===== src/rtl/sfm_pkg.sv =====
`default_nettype none
// ---------------------------------------------------------------------------
// sfm_pkg
// Shared constants and types of the substring first-match search block.
// ---------------------------------------------------------------------------
package sfm_pkg;

    localparam int MAX_PATTERN   = 16;
    localparam int POS_BITS      = 16;
    // the pattern registers carry at most sixteen bytes
    localparam int NUM_CELLS     = (MAX_PATTERN < 16) ? MAX_PATTERN : 16;
    localparam int IDX_BITS      = (NUM_CELLS > 1) ? $clog2(NUM_CELLS) : 1;
    localparam int OFFSET_BITS   = 16;
    localparam int OFFSET_MAX    = 65535;
    localparam int LEN_BITS      = 5;
    localparam int CFG_IDX_BITS  = 2;
    localparam int CFG_DATA_BITS = 64;

    localparam logic [CFG_IDX_BITS-1:0] REG_PATTERN_LEN  = 2'd0;
    localparam logic [CFG_IDX_BITS-1:0] REG_PATTERN_LOW  = 2'd1;
    localparam logic [CFG_IDX_BITS-1:0] REG_PATTERN_HIGH = 2'd2;

    // handed from one cell to the next
    typedef struct packed {
        logic en;   // this and all lower pattern bytes are in use
        logic hit;  // stored prefix-match bit
    } sfm_link_t;

    typedef struct packed {
        logic                   found;
        logic [OFFSET_BITS-1:0] offset;
    } sfm_result_t;

endpackage : sfm_pkg
`default_nettype wire


===== src/rtl/substring_first_match_unit.sv =====
`default_nettype none
// ---------------------------------------------------------------------------
// substring_first_match_unit
// Streaming first-occurrence substring search over a configured pattern.
// ---------------------------------------------------------------------------
// Text arrives one non-zero byte per input beat and closes with an
// end-of-text beat (end_of_text high, or a zero byte). The block takes one
// beat every clock while in_stall is low: a row of sixteen cells, one per
// pattern byte, each keeps one prefix-match bit and feeds it to its right
// neighbor, so a byte is settled in the cycle it is accepted. The first
// full match of a text gives one result beat (found, start offset,
// saturating at 65535); a text with no match gives found=0 on its end beat,
// and an empty pattern gives found at offset 0 on the first beat. Results
// pass through an output register and a one-beat skid stage; in_stall rises
// only when both hold a beat. The pattern registers take writes at any
// cycle (cfg_ready is always high) and should be written only between texts.
// ---------------------------------------------------------------------------
module substring_first_match_unit
(
    input  wire logic                                clk,
    input  wire logic                                rst_n,
    // text beats
    input  wire logic                                in_valid,
    output logic                                     in_stall,
    input  wire logic [7:0]                          text_byte,
    input  wire logic                                end_of_text,
    // result beats
    output logic                                     out_valid,
    input  wire logic                                out_stall,
    output logic                                     found,
    output logic [sfm_pkg::OFFSET_BITS-1:0]          match_offset,
    // register writes
    input  wire logic                                cfg_valid,
    output logic                                     cfg_ready,
    input  wire logic [sfm_pkg::CFG_IDX_BITS-1:0]    cfg_index,
    input  wire logic [sfm_pkg::CFG_DATA_BITS-1:0]   cfg_data
);

    localparam int NC = sfm_pkg::NUM_CELLS;
    localparam int PB = sfm_pkg::POS_BITS;

    // configuration registers
    logic [sfm_pkg::LEN_BITS-1:0]      pattern_len_reg;
    logic [sfm_pkg::CFG_DATA_BITS-1:0] pattern_low_reg;
    logic [sfm_pkg::CFG_DATA_BITS-1:0] pattern_high_reg;
    logic [2*sfm_pkg::CFG_DATA_BITS-1:0] pattern_all;

    // text state
    logic [PB-1:0] pos_reg;
    logic [PB-1:0] pos_next;
    logic          reported_reg;
    logic          reported_next;

    logic accept;
    logic is_end;
    logic advance;
    logic clear;

    sfm_pkg::sfm_link_t link [NC+1];
    logic [NC-1:0]       en_vec;
    logic [NC-1:0]       last_vec;
    logic [NC-1:0]       hit_vec;
    logic [sfm_pkg::IDX_BITS-1:0] last_idx;
    logic                         full_match;
    logic                         empty_pat;
    logic [PB-1:0]                start_pos;
    logic [sfm_pkg::OFFSET_BITS-1:0] start_off;

    logic                 res_valid;
    sfm_pkg::sfm_result_t res;
    sfm_pkg::sfm_result_t out_res;

    assign cfg_ready = 1'b1;

    always_ff @(posedge clk or negedge rst_n)
    begin
        if (!rst_n)
        begin
            pattern_len_reg  <= '0;
            pattern_low_reg  <= '0;
            pattern_high_reg <= '0;
        end
        else if (cfg_valid)
        begin
            case (cfg_index)
                sfm_pkg::REG_PATTERN_LEN:
                begin
                    pattern_len_reg <= cfg_data[sfm_pkg::LEN_BITS-1:0];
                end
                sfm_pkg::REG_PATTERN_LOW:
                begin
                    pattern_low_reg <= cfg_data;
                end
                sfm_pkg::REG_PATTERN_HIGH:
                begin
                    pattern_high_reg <= cfg_data;
                end
                default:
                begin
                    // unmapped index: drop the write
                end
            endcase
        end
    end

    assign pattern_all = {pattern_high_reg, pattern_low_reg};

    assign accept  = in_valid & ~in_stall;
    // a zero byte closes the text just like the marker
    assign is_end  = end_of_text | (text_byte == 8'd0);
    assign empty_pat = ~en_vec[0];
    assign clear   = accept & is_end;
    // prefix bits move only while a text is still searching
    assign advance = accept & ~is_end & ~reported_reg & ~empty_pat;

    // head of the chain: byte 0 always has a satisfied predecessor
    assign link[0].en  = 1'b1;
    assign link[0].hit = 1'b1;

    for (genvar k = 0; k < NC; k++)
    begin : g_cell
        sfm_cell u_cell
        (
            .clk       (clk),
            .rst_n     (rst_n),
            .advance   (advance),
            .clear     (clear),
            .cap_ok    (pattern_len_reg > sfm_pkg::LEN_BITS'(k)),
            .pat_byte  (pattern_all[8*k +: 8]),
            .text_byte (text_byte),
            .link_in   (link[k]),
            .link_out  (link[k+1]),
            .hit_next  (hit_vec[k])
        );
        assign en_vec[k] = link[k+1].en;
    end

    // one-hot mark of the last pattern byte in use
    always_comb
    begin
        for (int k = 0; k < NC; k++)
        begin
            if (k == NC - 1)
            begin
                last_vec[k] = en_vec[k];
            end
            else
            begin
                last_vec[k] = en_vec[k] & ~en_vec[k+1];
            end
        end
    end

    always_comb
    begin
        last_idx = '0;
        for (int k = 0; k < NC; k++)
        begin
            if (last_vec[k])
            begin
                last_idx = last_idx | sfm_pkg::IDX_BITS'(k);
            end
        end
    end

    assign full_match = |(hit_vec & last_vec);

    // start of the match: current position less (length - 1), floored at zero
    always_comb
    begin
        if (pos_reg >= PB'(last_idx))
        begin
            start_pos = pos_reg - PB'(last_idx);
        end
        else
        begin
            start_pos = '0;
        end
        if (32'(start_pos) > 32'(sfm_pkg::OFFSET_MAX))
        begin
            start_off = sfm_pkg::OFFSET_BITS'(sfm_pkg::OFFSET_MAX);
        end
        else
        begin
            start_off = sfm_pkg::OFFSET_BITS'(start_pos);
        end
    end

    // result of the accepted beat and next text state
    always_comb
    begin
        res_valid     = 1'b0;
        res.found     = 1'b0;
        res.offset    = '0;
        reported_next = reported_reg;
        pos_next      = pos_reg;
        if (accept)
        begin
            if (is_end)
            begin
                res_valid     = ~reported_reg;
                res.found     = empty_pat;
                reported_next = 1'b0;
                pos_next      = '0;
            end
            else
            begin
                if (pos_reg != {PB{1'b1}})
                begin
                    pos_next = pos_reg + PB'(1);
                end
                if (!reported_reg)
                begin
                    if (empty_pat)
                    begin
                        res_valid     = 1'b1;
                        res.found     = 1'b1;
                        reported_next = 1'b1;
                    end
                    else if (full_match)
                    begin
                        res_valid     = 1'b1;
                        res.found     = 1'b1;
                        res.offset    = start_off;
                        reported_next = 1'b1;
                    end
                end
            end
        end
    end

    always_ff @(posedge clk or negedge rst_n)
    begin
        if (!rst_n)
        begin
            pos_reg      <= '0;
            reported_reg <= 1'b0;
        end
        else
        begin
            pos_reg      <= pos_next;
            reported_reg <= reported_next;
        end
    end

    sfm_out_buf u_out_buf
    (
        .clk       (clk),
        .rst_n     (rst_n),
        .res_valid (res_valid),
        .res       (res),
        .out_stall (out_stall),
        .out_valid (out_valid),
        .out_res   (out_res),
        .in_stall  (in_stall)
    );

    assign found        = out_res.found;
    assign match_offset = out_res.offset;

endmodule : substring_first_match_unit
`default_nettype wire


===== src/rtl/sfm_cell.sv =====
`default_nettype none
// ---------------------------------------------------------------------------
// sfm_cell
// One pattern position: compares its byte and keeps one prefix-match bit.
// ---------------------------------------------------------------------------
module sfm_cell
(
    input  wire logic              clk,
    input  wire logic              rst_n,
    input  wire logic              advance,
    input  wire logic              clear,
    input  wire logic              cap_ok,
    input  wire logic [7:0]        pat_byte,
    input  wire logic [7:0]        text_byte,
    input  wire sfm_pkg::sfm_link_t link_in,
    output sfm_pkg::sfm_link_t     link_out,
    output logic                   hit_next
);

    logic hit_reg;
    logic en;

    assign en       = link_in.en & cap_ok & (pat_byte != 8'd0);
    assign hit_next = en & link_in.hit & (pat_byte == text_byte);

    always_ff @(posedge clk or negedge rst_n)
    begin
        if (!rst_n)
        begin
            hit_reg <= 1'b0;
        end
        else if (clear)
        begin
            hit_reg <= 1'b0;
        end
        else if (advance)
        begin
            hit_reg <= hit_next;
        end
    end

    assign link_out.en  = en;
    assign link_out.hit = hit_reg;

endmodule : sfm_cell
`default_nettype wire


===== src/rtl/sfm_out_buf.sv =====
`default_nettype none
// ---------------------------------------------------------------------------
// sfm_out_buf
// Output register with one skid stage for result beats.
// ---------------------------------------------------------------------------
module sfm_out_buf
(
    input  wire logic                clk,
    input  wire logic                rst_n,
    input  wire logic                res_valid,
    input  wire sfm_pkg::sfm_result_t res,
    input  wire logic                out_stall,
    output logic                     out_valid,
    output sfm_pkg::sfm_result_t     out_res,
    output logic                     in_stall
);

    logic                 out_valid_reg;
    logic                 skid_valid_reg;
    sfm_pkg::sfm_result_t out_reg;
    sfm_pkg::sfm_result_t skid_reg;
    logic                 slot_free;

    assign slot_free = !out_valid_reg || !out_stall;

    always_ff @(posedge clk or negedge rst_n)
    begin
        if (!rst_n)
        begin
            out_valid_reg  <= 1'b0;
            skid_valid_reg <= 1'b0;
        end
        else if (slot_free)
        begin
            out_valid_reg  <= skid_valid_reg | res_valid;
            skid_valid_reg <= 1'b0;
        end
        else if (res_valid)
        begin
            skid_valid_reg <= 1'b1;
        end
    end

    always_ff @(posedge clk)
    begin
        if (slot_free)
        begin
            out_reg <= skid_valid_reg ? skid_reg : res;
        end
        else if (res_valid)
        begin
            skid_reg <= res;
        end
    end

    assign out_valid = out_valid_reg;
    assign out_res   = out_reg;
    // hold input while the skid stage holds a beat
    assign in_stall  = skid_valid_reg;

endmodule : sfm_out_buf
`default_nettype wire


===== config.mk =====
export PLATFORM = sky130hd
export DESIGN_NAME = substring_first_match_unit
export DESIGN_NICKNAME = d
export VERILOG_FILES = /design/src/rtl/sfm_pkg.sv /design/src/rtl/substring_first_match_unit.sv /design/src/rtl/sfm_cell.sv /design/src/rtl/sfm_out_buf.sv
export SDC_FILE = /design/constraint.sdc
export NUM_CORES = 1
export LEC_CHECK = 0
export BUFFER_PORTS_ARGS = -buffer_cell sky130_fd_sc_hd__buf_2
export CAP_MARGIN = 40
export CORE_MARGIN = 5
export CORE_UTILIZATION = 28
export CTS_BUF_LIST = sky130_fd_sc_hd__clkbuf_2 sky130_fd_sc_hd__clkbuf_4 sky130_fd_sc_hd__clkbuf_8
export DETAILED_ROUTE_END_ITERATION = 6
export SETUP_SLACK_MARGIN = 0.5
export SYNTH_ARGS = -nofsm -noshare
export SYNTH_HDL_FRONTEND = slang
export SYNTH_SLANG_ARGS = --single-unit

===== constraint.sdc =====
create_clock -name clk -period 13.5 [get_ports clk]
set_input_delay 2.7 -clock clk [delete_from_list [all_inputs] [get_ports clk]]
set_output_delay 2.7 -clock clk [all_outputs]
set_load 0.005 [all_outputs]

=== Yosys cells after proc, flatten, opt, wreduce, memory -nomap -nowiden ===
Cells that the tools add are included.

* Flip-flop bits (word level): 201
* Bits in latches: 0
* Memory bits (writable): 0
* Memory bits (read-only): 0
* Memories: 0

* Add/subtract/negate cells: 2
* Multiply operators: 0
* Divide/modulo/power cells: 0
* Order comparisons: 17
* Eq/ne operators: 19
* Shift-type cells: 0
* Muxes and demuxes: 65
* Bitwise logic cells: 105
* Reductions and logical operators: 30

{| class="wikitable"
|+ Operator list
! cell !! count
|-
| 8-bit equality test || 16
|-
| 8-bit nonzero test || 16
|-
| 1-bit AND || 82
|-
| 16-bit two-way mux || 5
|-
| 17-bit two-way mux || 4
|-
| 1-bit two-way mux || 42
|-
| 5-bit by 4-bit greater-than comparator with 1-bit output, second input constant || 8
|-
| 4-bit two-way mux || 8
|-
| 5-bit by 3-bit greater-than comparator with 1-bit output, second input constant || 4
|-
| 1-bit inverter || 20
|-
| 16-bit by 1-bit adder with 16-bit output, second input constant || 1
|-
| 16-bit AND || 1
|-
| 16-bit by 4-bit >= comparator with 1-bit output || 1
|-
| 16-bit inequality test, second input constant || 1
|-
| 16-bit OR reduction || 1
|-
| 16-bit by 4-bit subtractor with 16-bit output || 1
|-
| 3-bit two-way mux || 4
|-
| 5-bit by 1-bit greater-than comparator with 1-bit output, second input constant || 2
|-
| 5-bit by 2-bit greater-than comparator with 1-bit output, second input constant || 2
|-
| 2-bit AND reduction || 5
|-
| 8-bit logical NOT || 1
|-
| 2-bit nonzero test || 3
|-
| 2-bit two-way mux || 2
|-
| 2-bit by 1-bit equality test with 1-bit output, second input constant || 1
|-
| other kinds (5) || 7
|}

=== Longest topological paths before layout ===
* Word-level depth: 44
* Gate-level depth with buffers: 18
* Gate-level depth less buffers: 16

=== Modules after synthesis ===
From an unflattened synthesis, not the netlist that was laid out.

* Cell total of the unflattened synthesis: 977
* Area total of the unflattened synthesis: 11357.1 sq um

{| class="wikitable"
|+ By module, submodules not included
! module !! instances !! cells an instance !! area an instance (sq um)
|-
| substring_first_match_unit || 1 || 550 || 6920.4
|-
| sfm_cell || 16 || 23 || 192.7
|-
| sfm_out_buf || 1 || 59 || 1353.8
|}

=== Worst setup path before layout ===
Ideal clock, no wire load.

* Path type: input to register
* Start point: in text_byte[4]
* End point: reg u_out_buf.skid_reg[0] in the netlist's numbering, enable pin
* Setup time: 409 ps
* Arrival time: 5677 ps
* Slack: 7414 ps
* Cell stages on the path: 10
* Path buffers: 2
* Cell sequence: buf_4 -> xor2_1 -> nor4_1 -> and3_1 -> or4b_1 -> a311oi_1 -> o21ba_1 -> and2_4 -> buf_6 -> a2111oi_2

* Longest elaborated chain between the ends: 10

{| class="wikitable"
|+ Ends and longest elaborated chain
! element !! line !! text
|-
| start, declared || substring_first_match_unit.sv:25 || <nowiki>input wire logic [7:0] text_byte,</nowiki>
|-
| 8-bit equality test || sfm_cell.sv:24 || <nowiki>assign hit_next = en & link_in.hit & (pat_byte == text_byte);</nowiki>
|-
| 1-bit AND || sfm_cell.sv:24 ||
|-
| 16-bit AND || substring_first_match_unit.sv:166 || <nowiki>assign full_match = |(hit_vec & last_vec);</nowiki>
|-
| 16-bit OR reduction || substring_first_match_unit.sv:166 ||
|-
| 1-bit two-way mux || substring_first_match_unit.sv:220 || <nowiki>else if (full_match)</nowiki>
|-
| 1-bit two-way mux || substring_first_match_unit.sv:214 || <nowiki>if (empty_pat)</nowiki>
|-
| 1-bit two-way mux || substring_first_match_unit.sv:212 || <nowiki>if (!reported_reg)</nowiki>
|-
| 1-bit two-way mux (*) || substring_first_match_unit.sv:199 || <nowiki>if (is_end)</nowiki>
|-
| 1-bit two-way mux (*) || substring_first_match_unit.sv:197 || <nowiki>if (accept)</nowiki>
|-
| 2-bit AND reduction (no source line) (*) || n/a ||
|-
| end signal, assigned || sfm_out_buf.sv:52 || <nowiki>skid_reg <= res;</nowiki>
|-
| end, declared || sfm_out_buf.sv:21 || <nowiki>sfm_pkg::sfm_result_t skid_reg;</nowiki>
|}

Every way passes the cells marked *; elsewhere a longest branch is shown, timed or not.
A chain may end at the register's enable or synchronous reset.

=== Worst setup path in the final report ===
* Start point: in text_byte[4]
* End point: reg u_out_buf.skid_reg[14] in the netlist's numbering, enable pin

The elaborated chain is that of the path after synthesis.

==> results.md <==
* Num ports at 100
* Mapped Cells at 919
* Internal power at 1260 uW
* Pwr dens at 149 nW/um^2
* Placed wire-length estimate at 19.2 mm
* CTS tree: yes
* Tcrit/Tclk final at 43.2%
* Area contributors post-synth: dfrtp_1 (39%), mux2_2 (14%), edfxtp_1 (9.6%)
* Crit. End Element: flop
* Crit-path max FO at 34
* Worst Path Buf+Inv at 2
* Top_reg_cell synth: dfrtp_1
* Outcome: finished, final reports clean
* Worst path max stage delay at 0.51 ns
* Remaining DRCs at 0
* Peak VDD IR at 0.0000715 V
* Number of synthesized register bits at 201
* Slew headroom at 38.2%
* Share of cells above drive strength 1 at 31.6%
* GP Congestion at 0.901
* Async SR Flop Fraction at 83.1%
* Overflow after GRT at 0
* Gate power share at 24.0%
* CTS Buf Count at 35
* Chip width at 205 um
* Reg2reg setup slack at 7.74 ns
* Final setup vio count at 0
* First-pass GRT wire length at 43.4 mm
* Post-CTS sizing at 0
* 1st-pass router iterations at 4
* CP Launch Type: primary input
* Setup repair bufs after CTS at 0
* GRT Resource Usage Total at 13.0%
* Largest net degree at the start of global routing at 91
* Pleak at 0.00492 uW
* CTS Root Cell: clkbuf_8
* Wire per inst at 17.7 um
* Minimum clock period at 5.83 ns
* EDFF count, synth at 34
* Clk_lat worst skew at 0.53 ns
* Worst-margin pin slew at 0.927 ns
* Netlist area before placement at 10,600 um^2
* Critical Path AT at 6.06 ns
* Routed wire length at 27.3 mm
* Switching power at 584 uW
* Vias in the first global route at 7,668
* Syn Nets at 1,006
* Fmax at 172 MHz
* Reg power frac at 44.0%
* Syn. warnings at 0
* CTS Hold Bufs at 0
* Area grow syn2layout at 16.1%
* Crit path kind: in2reg
* Clk buf depth at 3
* Cell taking the most area after synthesis: dfrtp_1
* RSZ-0062 raised after global routing: false
* Family with the most delay on the worst path: simple AND/OR/NAND/NOR gates
* Setup TNS at 0 ns
* Initial antenna violation count at 0
* Clock share of power at 32.0%
* FP Rows at 71
* Max-cap violations at 0
* Cell chain of the critical path: buf_2, xor2_1, nor4_1, and3_1, or4b_1, a311oi_1, o21ba_1, and2_4, a2111oi_4, buf_6
* Post-route ant nets at 0
* Worst path slowest cell: buf_2
* Final Hold Vio Count at 0
* Diodes inserted at 0
* Hold Path Class: reg2reg
* Initial Utilization at 28.3%
* Max Slew Vio Count at 0
* Sw Share at 31.7%
* Most frequent cells in the layout: dfrtp_1 (167), mux2_2 (134), xnor2_1 (105)
* Count of input and output buffers at 98
* Yosys top cell area share at 39.3%
* Critical path required time at 13.73 ns
* Vias per cell at 4.82
* Max Clock Skew at 0.0285 ns
* CTS clk-pin slew, worst paths at 0.06 ns
* # nets final at 1,095
* Detailed Route Iter0 Violations at 295
* Core ar. at 37,600 um^2
* Via count at 7,431
* Fin util at 32.8%
* Sequential share of the synthesized area at 48.9%
* Synth Area per Inst at 11.6 um^2
* Die Area at 42,000 um^2
* H-tree depth at 2
* CTS sink cnt at 201
* Library cells used by synthesis at 71
* DIE HEIGHT at 205 um
* Commonest non-fill, non-tap cell in the layout: dfrtp_1
## Yosys cell counts, drive strengths merged, types with 2 or more instances
cell / count
o21ba: 2
nand4: 26
a31o: 3
a22oi: 4
nand3: 36
a21boi: 2
a221oi: 2
a21o: 4
nor2: 36
o2bb2ai: 2
dfrtp: 167
o22ai: 2
buf: 27
o21ai: 17
nand2b: 4
a41oi: 3
o221ai: 2
edfxtp: 34
inv: 6
and3: 6
nand2: 60
a22o: 3
and4: 3
nand3b: 7
nor4: 41
nor3b: 2
xnor2: 105
ha: 6
clkbuf: 27
a31oi: 4
xor2: 49
mux2: 134
or3: 3
and2: 7
a2111oi: 2
a21oi: 12
o31ai: 19
or4: 6
or3b: 2
nor3: 27
## final cells by class
type | instances | area [um^2]
Fill cell | 3805 | 25200
Clock inverter | 10 | 108
Inverter | 6 | 22.5
Clock buffer | 49 | 624
Timing Repair Buffer | 106 | 601
Multi-Input combinational cell | 658 | 5140
Tap cell | 511 | 639
Sequential cell | 201 | 5200
## power groups by stage
stage	logic, uW	registers, uW	clock network (uW)
finish	443	811	590
global route	490	823	638
CTS	445	811	610
detailed placement	443	822	0
global placement	430	819	0
floorplan	344	784	0
## worst paths after layout
path | from | to | depth (start not counted)
setup / recovery | text_byte[4] | u_out_buf.skid_reg[14] | 10
hold / removal | g_cell[12].u_cell.hit_reg | g_cell[12].u_cell.hit_reg | 2
setup reg to reg | pattern_len_reg[4] | u_out_buf.out_res[1] | 15
hold reg to reg | g_cell[12].u_cell.hit_reg | g_cell[12].u_cell.hit_reg | 2
max in group asynchronous | rst_n | u_out_buf.out_valid | 3
min in group asynchronous | rst_n | pattern_low_reg[22] | 1
## metrics by stage
| step | instance area, um^2 | power [uW] | worst slack (ns) | hold slack (ns) | std cells |
|---|---|---|---|---|---|
| final | 12300 | 1840 | 7.67 | 0.487 | 1541 |
| after global routing | 12300 | 1950 | 7.37 | 0.538 | 1541 |
| after CTS | 12300 | 1870 | 7.75 | 0.489 | 1541 |
| after detailed placement | 11600 | 1260 | 7.19 | 0.478 | 1482 |
| after global placement | 11500 | 1250 | 6.89 | 0.468 | 1479 |
| after floorplan | 10600 | 1130 | 7.41 | 0.451 | 919 |
## cells by family after synthesis
kind of cell,after synthesis,share of synthesized area (%)
and+or+nand+nor,270,13.5
DFF,201,48.9
xor gates and xnor gates,154,12.7
muxes,135,14.3
AOI/OAI and AO/OA,91,6.83
buffers and inverters,60,2.83
adders and majority gates,7,0.895
other,1,0.0353
## metal layers
layer  GRT usage [%]  part of all wire [%]
met1            18.1                    47
met5               0                     0
met4            3.66                   2.2
met2            20.4                    46
met3            2.69                   5.2
## worst min-delay path, delay by kind of cell (launching register included)
kind,cells,cell delay [ns]
flip-flops,1,0.34
AND/OR/NAND/NOR,2,0.11
Note: power is estimated with default switching activity, not from simulation.
